`src/design/slt_pkg.sv`:
```
// shared types and constants of the sorted list table
`default_nettype none
package slt_pkg;

  localparam int KEY_BITS = 32;
  localparam int POS_BITS = 4;
  localparam int FILL_BITS = 5;

  typedef enum logic [1:0] {
    KIND_INSERT = 2'd0,
    KIND_REMOVE = 2'd1,
    KIND_FIND   = 2'd2,
    KIND_MODIFY = 2'd3
  } kind_t;

  typedef enum logic [1:0] {
    ST_IDLE,
    ST_FIRST,
    ST_SECOND
  } state_t;

  typedef struct packed {
    logic ins;
    logic rem;
  } cell_ctrl_t;

endpackage
`default_nettype wire

```
`src/design/slt_ifs.sv`:
```
// item channel interfaces of the sorted list table
`default_nettype none
interface slt_in_if
  import slt_pkg::*;
();
  logic                       valid;
  logic                       ready;
  kind_t                      kind;
  logic signed [KEY_BITS-1:0] search_key;
  logic signed [KEY_BITS-1:0] new_value;

  modport source (output valid, kind, search_key, new_value, input ready);
  modport sink (input valid, kind, search_key, new_value, output ready);
endinterface

interface slt_out_if
  import slt_pkg::*;
();
  logic                 valid;
  logic                 ready;
  logic                 ok;
  logic [POS_BITS-1:0]  position;
  logic [FILL_BITS-1:0] fill_count;

  modport source (output valid, ok, position, fill_count, input ready);
  modport sink (input valid, ok, position, fill_count, output ready);
endinterface
`default_nettype wire

```
`src/design/slt_cell.sv`:
```
// one slot of the sorted chain: compare against the operand, shift left or right
`default_nettype none
module slt_cell
  import slt_pkg::*;
#(
  parameter int VALUE_BITS = 32
) (
  input  wire                         clk,
  input  cell_ctrl_t                  ctrl,
  input  wire                         occupied,
  input  wire signed [VALUE_BITS-1:0] operand,
  input  wire                         left_lt,
  input  wire signed [VALUE_BITS-1:0] left_value,
  input  wire signed [VALUE_BITS-1:0] right_value,
  output logic signed [VALUE_BITS-1:0] value_r,
  output logic                        lt,
  output logic                        boundary,
  output logic                        match
);

  logic signed [VALUE_BITS-1:0] value_nxt;

  assign lt       = occupied && (value_r < operand);
  assign boundary = left_lt && !lt;
  assign match    = boundary && occupied && (value_r == operand);

  always_comb begin
    value_nxt = value_r;
    if (ctrl.ins) begin
      if (!left_lt) begin
        value_nxt = left_value;
      end else if (!lt) begin
        value_nxt = operand;
      end
    end else if (ctrl.rem) begin
      if (!lt) begin
        value_nxt = right_value;
      end
    end
  end

  always_ff @(posedge clk) begin
    value_r <= value_nxt;
  end

endmodule
`default_nettype wire

```
`src/design/sorted_list_table_unit.sv`:
```
// sorted list table: a chain of compare-and-shift cells under a small sequencer
//
// Keeps up to CAPACITY signed values in ascending order, duplicates allowed.
// in_ch carries one item per operation (insert, remove, find, modify) with
// valid/ready; out_ch returns exactly one result per item, in order, with
// ok, position and fill_count.
// Every cell compares its value with a broadcast operand in parallel and
// shifts to its neighbor. Insert, remove and find are accepted, then take
// one chain pass; modify, when its key is found, takes a remove pass, then
// an insert pass. The result is valid in the cycle after the last chain pass.
// in_ch.ready is high while the sequencer is idle, so an item can be taken
// while a result still waits in the output register.
// If out_ch stalls, a finished result holds in the output register and the
// next item waits in its final chain cycle until the register frees up.
// Reset (rst_n low, synchronous) empties the table and drops any pending
// result; stored values are not cleared and are never read before written.
`default_nettype none
module sorted_list_table_unit
  import slt_pkg::*;
#(
  parameter int CAPACITY   = 16,
  parameter int VALUE_BITS = 32
) (
  input wire        clk,
  input wire        rst_n,
  slt_in_if.sink    in_ch,
  slt_out_if.source out_ch
);

  localparam int IDX_BITS = $clog2(CAPACITY);
  localparam int CNT_BITS = $clog2(CAPACITY + 1);

  state_t                     state_r, state_nxt;
  kind_t                      kind_r;
  logic signed [KEY_BITS-1:0] key_r;
  logic signed [KEY_BITS-1:0] val_r;
  logic [CNT_BITS-1:0]        count_r, count_nxt;

  logic                 out_valid_r, out_valid_nxt;
  logic                 ok_r;
  logic [POS_BITS-1:0]  pos_r;
  logic [FILL_BITS-1:0] fill_r;

  logic signed [VALUE_BITS-1:0] key_v, val_v, operand;
  cell_ctrl_t                   ctrl;
  logic                         result_we, res_ok;
  logic [IDX_BITS-1:0]          bpos, res_pos;
  logic                         found, full, out_free;

  logic signed [VALUE_BITS-1:0] cell_value [CAPACITY];
  logic [CAPACITY-1:0]          cell_lt, cell_boundary, cell_match, cell_occ;

  assign key_v    = VALUE_BITS'(key_r);
  assign val_v    = VALUE_BITS'(val_r);
  assign full     = (count_r == CNT_BITS'(CAPACITY));
  assign out_free = !out_valid_r || out_ch.ready;
  assign operand  = (state_r == ST_SECOND || kind_r == KIND_INSERT) ? val_v : key_v;

  for (genvar i = 0; i < CAPACITY; i++) begin : g_cell
    logic                         left_lt;
    logic signed [VALUE_BITS-1:0] left_value, right_value;

    assign cell_occ[i] = CNT_BITS'(i) < count_r;
    if (i == 0) begin : g_first
      assign left_lt    = 1'b1;
      assign left_value = operand;
    end else begin : g_inner
      assign left_lt    = cell_lt[i-1];
      assign left_value = cell_value[i-1];
    end
    if (i == CAPACITY - 1) begin : g_last
      assign right_value = cell_value[i];
    end else begin : g_body
      assign right_value = cell_value[i+1];
    end

    slt_cell #(
      .VALUE_BITS(VALUE_BITS)
    ) u_cell (
      .clk        (clk),
      .ctrl       (ctrl),
      .occupied   (cell_occ[i]),
      .operand    (operand),
      .left_lt    (left_lt),
      .left_value (left_value),
      .right_value(right_value),
      .value_r    (cell_value[i]),
      .lt         (cell_lt[i]),
      .boundary   (cell_boundary[i]),
      .match      (cell_match[i])
    );
  end

  always_comb begin
    bpos = '0;
    for (int i = 0; i < CAPACITY; i++) begin
      if (cell_boundary[i]) begin
        bpos = bpos | IDX_BITS'(i);
      end
    end
  end

  assign found = |cell_match;

  assign in_ch.ready = (state_r == ST_IDLE);

  always_comb begin
    state_nxt = state_r;
    count_nxt = count_r;
    ctrl      = '0;
    result_we = 1'b0;
    res_ok    = 1'b0;
    res_pos   = '0;
    case (state_r)
      ST_IDLE: begin
        if (in_ch.valid) begin
          state_nxt = ST_FIRST;
        end
      end
      ST_FIRST: begin
        case (kind_r)
          KIND_INSERT: begin
            if (out_free) begin
              ctrl.ins  = !full;
              result_we = 1'b1;
              res_ok    = !full;
              res_pos   = full ? '0 : bpos;
              count_nxt = full ? count_r : count_r + CNT_BITS'(1);
              state_nxt = ST_IDLE;
            end
          end
          KIND_REMOVE: begin
            if (out_free) begin
              ctrl.rem  = found;
              result_we = 1'b1;
              res_ok    = found;
              res_pos   = found ? bpos : '0;
              count_nxt = found ? count_r - CNT_BITS'(1) : count_r;
              state_nxt = ST_IDLE;
            end
          end
          KIND_FIND: begin
            if (out_free) begin
              result_we = 1'b1;
              res_ok    = found;
              res_pos   = found ? bpos : '0;
              state_nxt = ST_IDLE;
            end
          end
          KIND_MODIFY: begin
            if (found) begin
              ctrl.rem  = 1'b1;
              count_nxt = count_r - CNT_BITS'(1);
              state_nxt = ST_SECOND;
            end else if (out_free) begin
              result_we = 1'b1;
              state_nxt = ST_IDLE;
            end
          end
          default: state_nxt = ST_IDLE;
        endcase
      end
      ST_SECOND: begin
        if (out_free) begin
          ctrl.ins  = 1'b1;
          result_we = 1'b1;
          res_ok    = 1'b1;
          res_pos   = bpos;
          count_nxt = count_r + CNT_BITS'(1);
          state_nxt = ST_IDLE;
        end
      end
      default: state_nxt = ST_IDLE;
    endcase
  end

  always_comb begin
    out_valid_nxt = out_valid_r;
    if (result_we) begin
      out_valid_nxt = 1'b1;
    end else if (out_ch.ready) begin
      out_valid_nxt = 1'b0;
    end
  end

  always_ff @(posedge clk) begin
    if (!rst_n) begin
      state_r     <= ST_IDLE;
      count_r     <= '0;
      out_valid_r <= 1'b0;
    end else begin
      state_r     <= state_nxt;
      count_r     <= count_nxt;
      out_valid_r <= out_valid_nxt;
    end
  end

  always_ff @(posedge clk) begin
    if (in_ch.valid && in_ch.ready) begin
      kind_r <= in_ch.kind;
      key_r  <= in_ch.search_key;
      val_r  <= in_ch.new_value;
    end
    if (result_we) begin
      ok_r   <= res_ok;
      pos_r  <= POS_BITS'(res_pos);
      fill_r <= FILL_BITS'(count_nxt);
    end
  end

  assign out_ch.valid      = out_valid_r;
  assign out_ch.ok         = ok_r;
  assign out_ch.position   = pos_r;
  assign out_ch.fill_count = fill_r;

  a_count_range: assert property (@(posedge clk) disable iff (!rst_n)
    count_r <= CNT_BITS'(CAPACITY))
    else $error("fill count above capacity");

  a_boundary_onehot: assert property (@(posedge clk) disable iff (!rst_n)
    $onehot0(cell_boundary))
    else $error("more than one insertion boundary");

  a_ok_in_range: assert property (@(posedge clk) disable iff (!rst_n)
    result_we && res_ok |->
      (CNT_BITS'(res_pos) < count_r || CNT_BITS'(res_pos) < count_nxt))
    else $error("reported position beyond stored values");

  a_second_after_modify: assert property (@(posedge clk) disable iff (!rst_n)
    state_r == ST_SECOND |->
      ($past(state_r) == ST_FIRST || $past(state_r) == ST_SECOND) &&
      kind_r == KIND_MODIFY)
    else $error("insert pass without a modify removal");

  a_result_from_work: assert property (@(posedge clk) disable iff (!rst_n)
    $rose(out_valid_r) |-> $past(state_r) != ST_IDLE)
    else $error("result raised without an item at work");

endmodule
`default_nettype wire
```
`src/flat_wrapper.sv`:
```
// flat-port wrapper written by rule: the top's interface ports become plain ports
module sorted_list_table_unit_flat import slt_pkg::*;
#(
  parameter int CAPACITY   = 16,
  parameter int VALUE_BITS = 32
)
  (clk, rst_n, in_ch_valid, in_ch_kind, in_ch_search_key, in_ch_new_value, in_ch_ready, out_ch_valid, out_ch_ok, out_ch_position, out_ch_fill_count, out_ch_ready);
  slt_in_if in_ch_i ();
  slt_out_if out_ch_i ();
  input wire clk;
  input wire rst_n;
  input wire logic [$bits(in_ch_i.valid)-1:0] in_ch_valid;
  input wire logic [$bits(in_ch_i.kind)-1:0] in_ch_kind;
  input wire logic [$bits(in_ch_i.search_key)-1:0] in_ch_search_key;
  input wire logic [$bits(in_ch_i.new_value)-1:0] in_ch_new_value;
  output wire logic [$bits(in_ch_i.ready)-1:0] in_ch_ready;
  output wire logic [$bits(out_ch_i.valid)-1:0] out_ch_valid;
  output wire logic [$bits(out_ch_i.ok)-1:0] out_ch_ok;
  output wire logic [$bits(out_ch_i.position)-1:0] out_ch_position;
  output wire logic [$bits(out_ch_i.fill_count)-1:0] out_ch_fill_count;
  input wire logic [$bits(out_ch_i.ready)-1:0] out_ch_ready;
  assign in_ch_i.valid = in_ch_valid;
  assign in_ch_i.kind = in_ch_kind;
  assign in_ch_i.search_key = in_ch_search_key;
  assign in_ch_i.new_value = in_ch_new_value;
  assign in_ch_ready = in_ch_i.ready;
  assign out_ch_valid = out_ch_i.valid;
  assign out_ch_ok = out_ch_i.ok;
  assign out_ch_position = out_ch_i.position;
  assign out_ch_fill_count = out_ch_i.fill_count;
  assign out_ch_i.ready = out_ch_ready;
  sorted_list_table_unit #(.CAPACITY(CAPACITY), .VALUE_BITS(VALUE_BITS)) u_core (.clk(clk), .rst_n(rst_n), .in_ch(in_ch_i), .out_ch(out_ch_i));
endmodule
```
`config.mk`:
```
export PLATFORM = sky130hd
export DESIGN_NAME = sorted_list_table_unit_flat
export DESIGN_NICKNAME = d
export VERILOG_FILES = /design/src/design/slt_pkg.sv /design/src/design/slt_ifs.sv /design/src/design/slt_cell.sv /design/src/design/sorted_list_table_unit.sv /design/src/flat_wrapper.sv
export SDC_FILE = /design/constraint.sdc
export NUM_CORES = 2
export LEC_CHECK = 0
export BUFFER_PORTS_ARGS = -buffer_cell sky130_fd_sc_hd__buf_2
export CORE_UTILIZATION = 50
export DETAILED_ROUTE_END_ITERATION = 12
export GPL_ROUTABILITY_DRIVEN = 0
export PLACE_DENSITY = 0.64
export SYNTH_ARGS = -nofsm -noshare
export SYNTH_HDL_FRONTEND = slang
export SYNTH_SLANG_ARGS = --single-unit
```
`constraint.sdc`:
```
create_clock -name clk -period 8.87 [get_ports clk]
set_input_delay 2.661 -clock clk [delete_from_list [all_inputs] [get_ports clk]]
set_output_delay 2.661 -clock clk [all_outputs]
set_load 0.01 [all_outputs]
```
# --- Yosys cells after proc, flatten, opt, wreduce, memory -nomap -nowiden ---
# Cells that the tools add are included.
totals:
  regBits: 596
  in_bits: 70
  output_inout_bits: 12
op_classes:
  addsub: 2
  magnitude_cmp: 32
  n_eq_ne: 54
  n_mux: 126
  reduce_logical: 107
ops:
  columns: ["operator", "count"]
  rows:
  - ["2-to-1 mux 32 bit", 77]
  - ["equality test 32 bit", 16]
  - ["< comparator 32 bit", 16]
  - ["logical AND 1 bit", 64]
  - ["2-to-1 mux 4 bit", 13]
  - ["AND reduction 3 bit", 15]
  - ["< comparator 4 x 5 -> 1 bit, first input constant", 8]
  - ["!= test 2 bit, second input constant", 18]
  - ["!= test 2 x 1 -> 1 bit, second input constant", 14]
  - ["2-to-1 mux 5 bit", 5]
  - ["< comparator 3 x 5 -> 1 bit, first input constant", 4]
  - ["zero test 1 bit", 18]
  - ["case mux 4 bit (2 select lines)", 2]
  - ["OR reduction 16 bit", 1]
  - ["case mux 5 bit (3 select lines)", 1]
  - ["2-to-1 mux 3 bit", 4]
  - ["case mux 1 bit (2 select lines)", 6]
  - ["< comparator 1 x 5 -> 1 bit, first input constant", 2]
  - ["< comparator 2 x 5 -> 1 bit, first input constant", 2]
  - ["2-to-1 mux 1 bit", 10]
  - ["2-to-1 mux 2 bit", 5]
  - ["case mux 5 bit (2 select lines)", 1]
  - ["equality test 2 bit, second input constant", 3]
  - ["case mux 2 bit (3 select lines)", 1]
  - ["11 further kinds", 15]

# --- Depth between registers and ports, before layout ---
logic_depth:
  ltp_word: 26
  mapped_depth: 21

# --- Hierarchy ---
# A second synthesis with hierarchy kept.
hier_totals:
  hier_cells: 4532
  hier_area_um2: 43925.9
modules_own_cells:
  columns: ["module", "n_inst", "cells_each", "area_each_um2", "seq_area_each_um2"]
  rows:
  - ["slt_cell", 16, 264, 2491.1, 960.9]
  - ["sorted_list_table_unit", 1, 308, 4067.7, 2442.3]

# --- Worst setup path before layout ---
# Ideal clock, no wire load.
synth_path:
  kind: "register to register"
  start: "register u_core.kind_r[0]"
  end: "register u_core.g_cell[13].u_cell.value_r[0], enable pin"
  arrival_ns: 6.947
  t_required_ns: 8.438
  path_slack_ns: 1.491
  path_stages_with_launch: 21
  path_buffers: 4
  synth_period_minus_slack_ns: 7.379
  cell_sequence: "edfxtp_1 > inv_1 > ha_1 > buf_6 > nor2_1 > clkbuf_1 > mux2i_1 > clkbuf_1 > ha_1 > a2111oi_0 > o221ai_1 > o211ai_1 > o2111ai_1 > or3_1 > and3_1 > o221a_2 > nand4b_1 > or3b_4 > a31oi_2 > buf_4 > a21oi_1"
synth_between:
  elab_chain_len: 15
  elab_cells_between_ends: 127
  classes_between: "16 x order compare; 20 x eq/ne; 7 x mux; 84 x reduce/logical"
synth_rtl:
  columns: ["element", "line_no", "source"]
  rows:
  - ["from (decl)", "sorted_list_table_unit.sv:34", "kind_t kind_r;"]
  - ["from (signal assigned)", "sorted_list_table_unit.sv:200", "kind_r <= in_ch.kind;"]
  - ["zero test 2 bit", "sorted_list_table_unit.sv:57, sorted_list_table_unit.sv:121", null]
  - ["logical OR 1 bit", "sorted_list_table_unit.sv:57", "assign operand = (state_r == ST_SECOND || kind_r == KIND_INSERT) ? val_v : key_v;"]
  - ["2-to-1 mux 32 bit", "sorted_list_table_unit.sv:57", null]
  - ["< comparator 32 bit", "slt_cell.sv:23", "assign lt = occupied && (value_r < operand);"]
  - ["logical AND 1 bit", "slt_cell.sv:23", null]
  - ["zero test 1 bit", null, null]
  - ["logical AND 1 bit", "slt_cell.sv:24", "assign boundary = left_lt && !lt;"]
  - ["logical AND 1 bit (2 in a row)", "slt_cell.sv:25", "assign match = boundary && occupied && (value_r == operand);"]
  - ["OR reduction 16 bit", "sorted_list_table_unit.sv:103", "assign found = |cell_match;"]
  - ["2-to-1 mux 1 bit (on tied branches)", "sorted_list_table_unit.sv:151, sorted_list_table_unit.sv:133", null]
  - ["case mux 1 bit (2 select lines)", "sorted_list_table_unit.sv:121", "case (kind_r)"]
  - ["2-to-1 mux 1 bit", "sorted_list_table_unit.sv:114", "case (state_r)"]
  - ["nonzero test 2 bit (no line)", null, null]
  - ["AND reduction 3 bit (no line) (*)", null, null]
  - ["to (signal assigned)", "slt_cell.sv:43", "value_r <= value_nxt;"]
  - ["to (decl)", "slt_cell.sv:15", "output logic signed [VALUE_BITS-1:0] value_r,"]
# Mark *: on every way between the ends. The rest lies on a longest branch, timed or not.
# A chain may end at the register's enable or synchronous reset.

# --- Worst setup path in the final report ---
layout_path:
  start: "register u_core.state_r[0]"
  end: "register u_core.g_cell[1].u_cell.value_r[24], enable pin"
layout_between:
  elab_chain_len: 15
  elab_cells_between_ends: 125
  classes_between: "16 x order compare; 20 x eq/ne; 6 x mux; 83 x reduce/logical"
layout_rtl:
  columns: ["element", "line_no", "source"]
  rows:
  - ["from (decl)", "sorted_list_table_unit.sv:33", "state_t state_r, state_nxt;"]
  - ["from (signal assigned)", "sorted_list_table_unit.sv:192", "state_r <= state_nxt;"]
  - ["equality test 2 bit", "sorted_list_table_unit.sv:57, sorted_list_table_unit.sv:114", null]
  - ["logical OR 1 bit", "sorted_list_table_unit.sv:57", null]
  - ["2-to-1 mux 32 bit", "sorted_list_table_unit.sv:57", null]
  - ["< comparator 32 bit", "slt_cell.sv:23", null]
  - ["logical AND 1 bit", "slt_cell.sv:23", null]
  - ["zero test 1 bit", null, null]
  - ["logical AND 1 bit", "slt_cell.sv:24", null]
  - ["logical AND 1 bit (2 in a row)", "slt_cell.sv:25", null]
  - ["OR reduction 16 bit", "sorted_list_table_unit.sv:103", null]
  - ["2-to-1 mux 1 bit (on tied branches)", "sorted_list_table_unit.sv:151, sorted_list_table_unit.sv:133", null]
  - ["case mux 1 bit (2 select lines)", "sorted_list_table_unit.sv:121", null]
  - ["2-to-1 mux 1 bit", "sorted_list_table_unit.sv:114", null]
  - ["nonzero test 2 bit (no line)", null, null]
  - ["AND reduction 3 bit (no line) (*)", null, null]
  - ["to (signal assigned)", "slt_cell.sv:43", null]
  - ["to (decl)", "slt_cell.sv:15", null]
# Marks and branches as above.

==> reports/metrics.yaml <==
status: "finished, violations left"
violations: "DRC"
synth_nets: 5061
final_cell_area_sq_um: 45400
grt_pass1_wl_um: 189000
viasPerCell: 6.02
worstPathCellList: "inv_1 -> ha_1 -> nor2_4 -> buf_12 -> mux2i_4 -> ha_1 -> nand3_1 -> nor4_1 -> nand4_1 -> a31oi_1 -> o31ai_4 -> nor4b_1 -> a2111oi_0 -> nand4b_1 -> or3b_4 -> a31oi_4 -> buf_4 -> nor2_4 -> buf_4"
cp_top_family: "simple AND/OR/NAND/NOR gates"
syn_area_per_cell_sq_um: 9.11
path_buf_inv: 4
synth_cell_types: 87
die_area_sq_um: 82800
yosys-top-cells-area: "edfxtp_1 (43%), ha_1 (16%), o21ai_0 (8.7%)"
p_leak_nw: 18.0
ys_ff_latch: 596
r2r.worst_path.cells: 19
wl_um: 123000
rsz0062_at_grt: "false"
via_count: 33700
r2r_start: "u_core.state_r[0]"
synth_top_area_cell: "edfxtp_1"
fin_skew_ns: 0.0186
ys_warn_count: 0
worst_pin_slew_ns: 1.06
maxCapViolCount: 0
startpoint: "u_core.state_r[0]"
critical-path-max-stage-delay_ns: 0.76
area_delta_synth_final_pct: 11.1
finalSetupViolCount: 0
start_util_pct: 50.6
cts_buffer_depth: 3
netlist_instances: 4483
crit_fanout: 32
fin_util_pct: 56.2
grt_pass1_vias: 32400
r2r_slack_ns: 1.00
p_total_mw: 7.09
crit_path_end: "u_core.g_cell[1].u_cell.value_r[24]"
period_needed_ns: 7.87
drv_slew: 0
cts_resized: 0
clockRootBuffer: "clkbuf_16"
stdcell_count: 5592
clock_latency_ns: 0.62
grt-busiest-layer: "met2"
met1_usage_pct: 40.2
cp-end-kind: "flop"
antenna_found_initial: 1
placed_cell_area_sq_um: 43000
cts_num_sinks: 596
final_cell_mix: "nand2_1 (858), o21ai_0 (707), edfxtp_1 (588)"
gr-usage-met3_pct: 3.68
ir_drop_mv: 0.143
drtAntennaViolNets: 0
dp_slack_ns: 1.08
grtUsageTotal_pct: 29.5
io_pins: 82
drtIter0Drc: 3093
max-slew-margin-rel_pct: 29.1
fmax_mhz: 127
cp_num_cells: 19
avgRoutedWirePerCell_um: 22.0
grt_max_degree: 222
final_layout_size_suffix_gt1_share_pct: 8.72
dp_hpwl_um: 91700
die_h_um: 288
cp-start-kind: "flop"
timing.final.hold_violations: 0
post-cts-setup-buffer-count: 0
holdWs_ns: 0.531
overflow: 0
regToRegEndpoint: "u_core.g_cell[1].u_cell.value_r[24]"
final_common_cell: "nand2_1"
cts_tree: "yes"
synth_edf_count: 588
async_flop_share_pct: 0
path_class: "reg -> reg"
portBuffers: 81
die_w_um: 288
power_density_nw_per_um2: 156
grt_use_met2_pct: 48.0
clkTransAtPathRegs_ns: 0.06
drc: 16
hold_path_class: "reg -> reg"
syn_area_sq_um: 40800
final_nets: 5055
num_rows: 104
cts.hold.buffers_added: 0
period_share_pct: 88.7
synthDominantCellAreaShare_pct: 43.2
dp_cells: 5462
synthFlopType: "edfxtp_1"
required_ns: 9.18
arrival_ns: 8.18
numCtsBuffers: 73
ys_seq_area_share_pct: 43.6
dr.pass1.iters: 10
setup_tns_ns: 0
setup_ws_ns: 1.00
cpMaxStageDelayCell: "nor4_1"
coreArea_sq_um: 80700
htreeDepth: 3
==> worst min-delay path by stage <==
stage / from / end / slack (ns) / depth (start not counted)
finish: u_core.state_r[1] / u_core.state_r[1] / 0.53 / 2
global route: u_core.g_cell[15].u_cell.value_r[7] / u_core.g_cell[14].u_cell.value_r[7] / 0.58 / 2
CTS: u_core.state_r[1] / u_core.state_r[1] / 0.54 / 2
detailed placement: u_core.state_r[1] / u_core.state_r[1] / 0.54 / 2
global placement: u_core.state_r[1] / u_core.state_r[1] / 0.52 / 2
floorplan: u_core.state_r[1] / u_core.state_r[1] / 0.49 / 2
==> cells by family (layout without fill, tap and decap cells) <==
family	Yosys count	count (layout)	share of synthesized area [%]
adder cells (fa/ha/maj)	512	512	15.7
other	0	1	0
multiplexers	42	42	1.05
AND/OR/NAND/NOR	1534	1534	16.2
flip-flops	596	596	43.6
buffers and inverters	332	380	3.12
AO/OA/AOI/OAI	1447	1447	20.0
XOR/XNOR	20	20	0.429
==> area by class of cell <==
cell class,count,area [sq um]
inverters,59,221
fillers,7263,35300
diodes,1,2.50
flip-flops and latches,596,17800
well taps,1060,1330
repair buffers,192,1310
multi-input cells,3555,22400
clock buffers,88,1960
clock inverters,41,363
==> tightest hold or removal path, stage by stage, from the launching register on <==
cell      delay (ns)
dfxtp_1         0.34
o21ai_0         0.07
a21boi_0        0.07
==> Yosys cell counts (23+ instances only) <==
master,n
o211ai_1,51
a211oi_1,31
nor3_1,30
edfxtp_1,588
a21o_1,66
o21ai_0,707
inv_1,59
nand4_1,86
nand3_1,70
a21oi_1,441
clkbuf_1,240
nand2_1,859
mux2i_1,38
ha_1,508
nor2_1,346
nor4_1,23
buf_1,26
==> flip-flops by register name, indices dropped and copies added (netlist names) <==
signal,flops
u_core.g_cell.u_cell.value_r,512
u_core.out_ch.fill_count,5
u_core.state_r,2
u_core.out_ch.valid,1
u_core.out_ch.position,4
u_core.count_r,5
u_core.val_r,32
u_core.key_r,32
u_core.kind_r,2
u_core.out_ch.ok,1
==> report_power, final <==
part | internal, mW | switching, mW | leakage [nW] | total (mW)
sequential | 3.11 | 0.0374 | 5.39 | 3.14
combinational | 0.349 | 0.633 | 11.4 | 0.982
clock | 1.74 | 1.22 | 1.14 | 2.97
total | 5.20 | 1.89 | 18.0 | 7.09
==> routing by layer <==
layer	part of all wire (%)	vias up
met3	5.7	205
met4	3.5	2
met1	44	15800
met2	46	1065
li1	-	16600
met5	0.011	-
No activity file was read; power rests on OpenSTA's default activity.
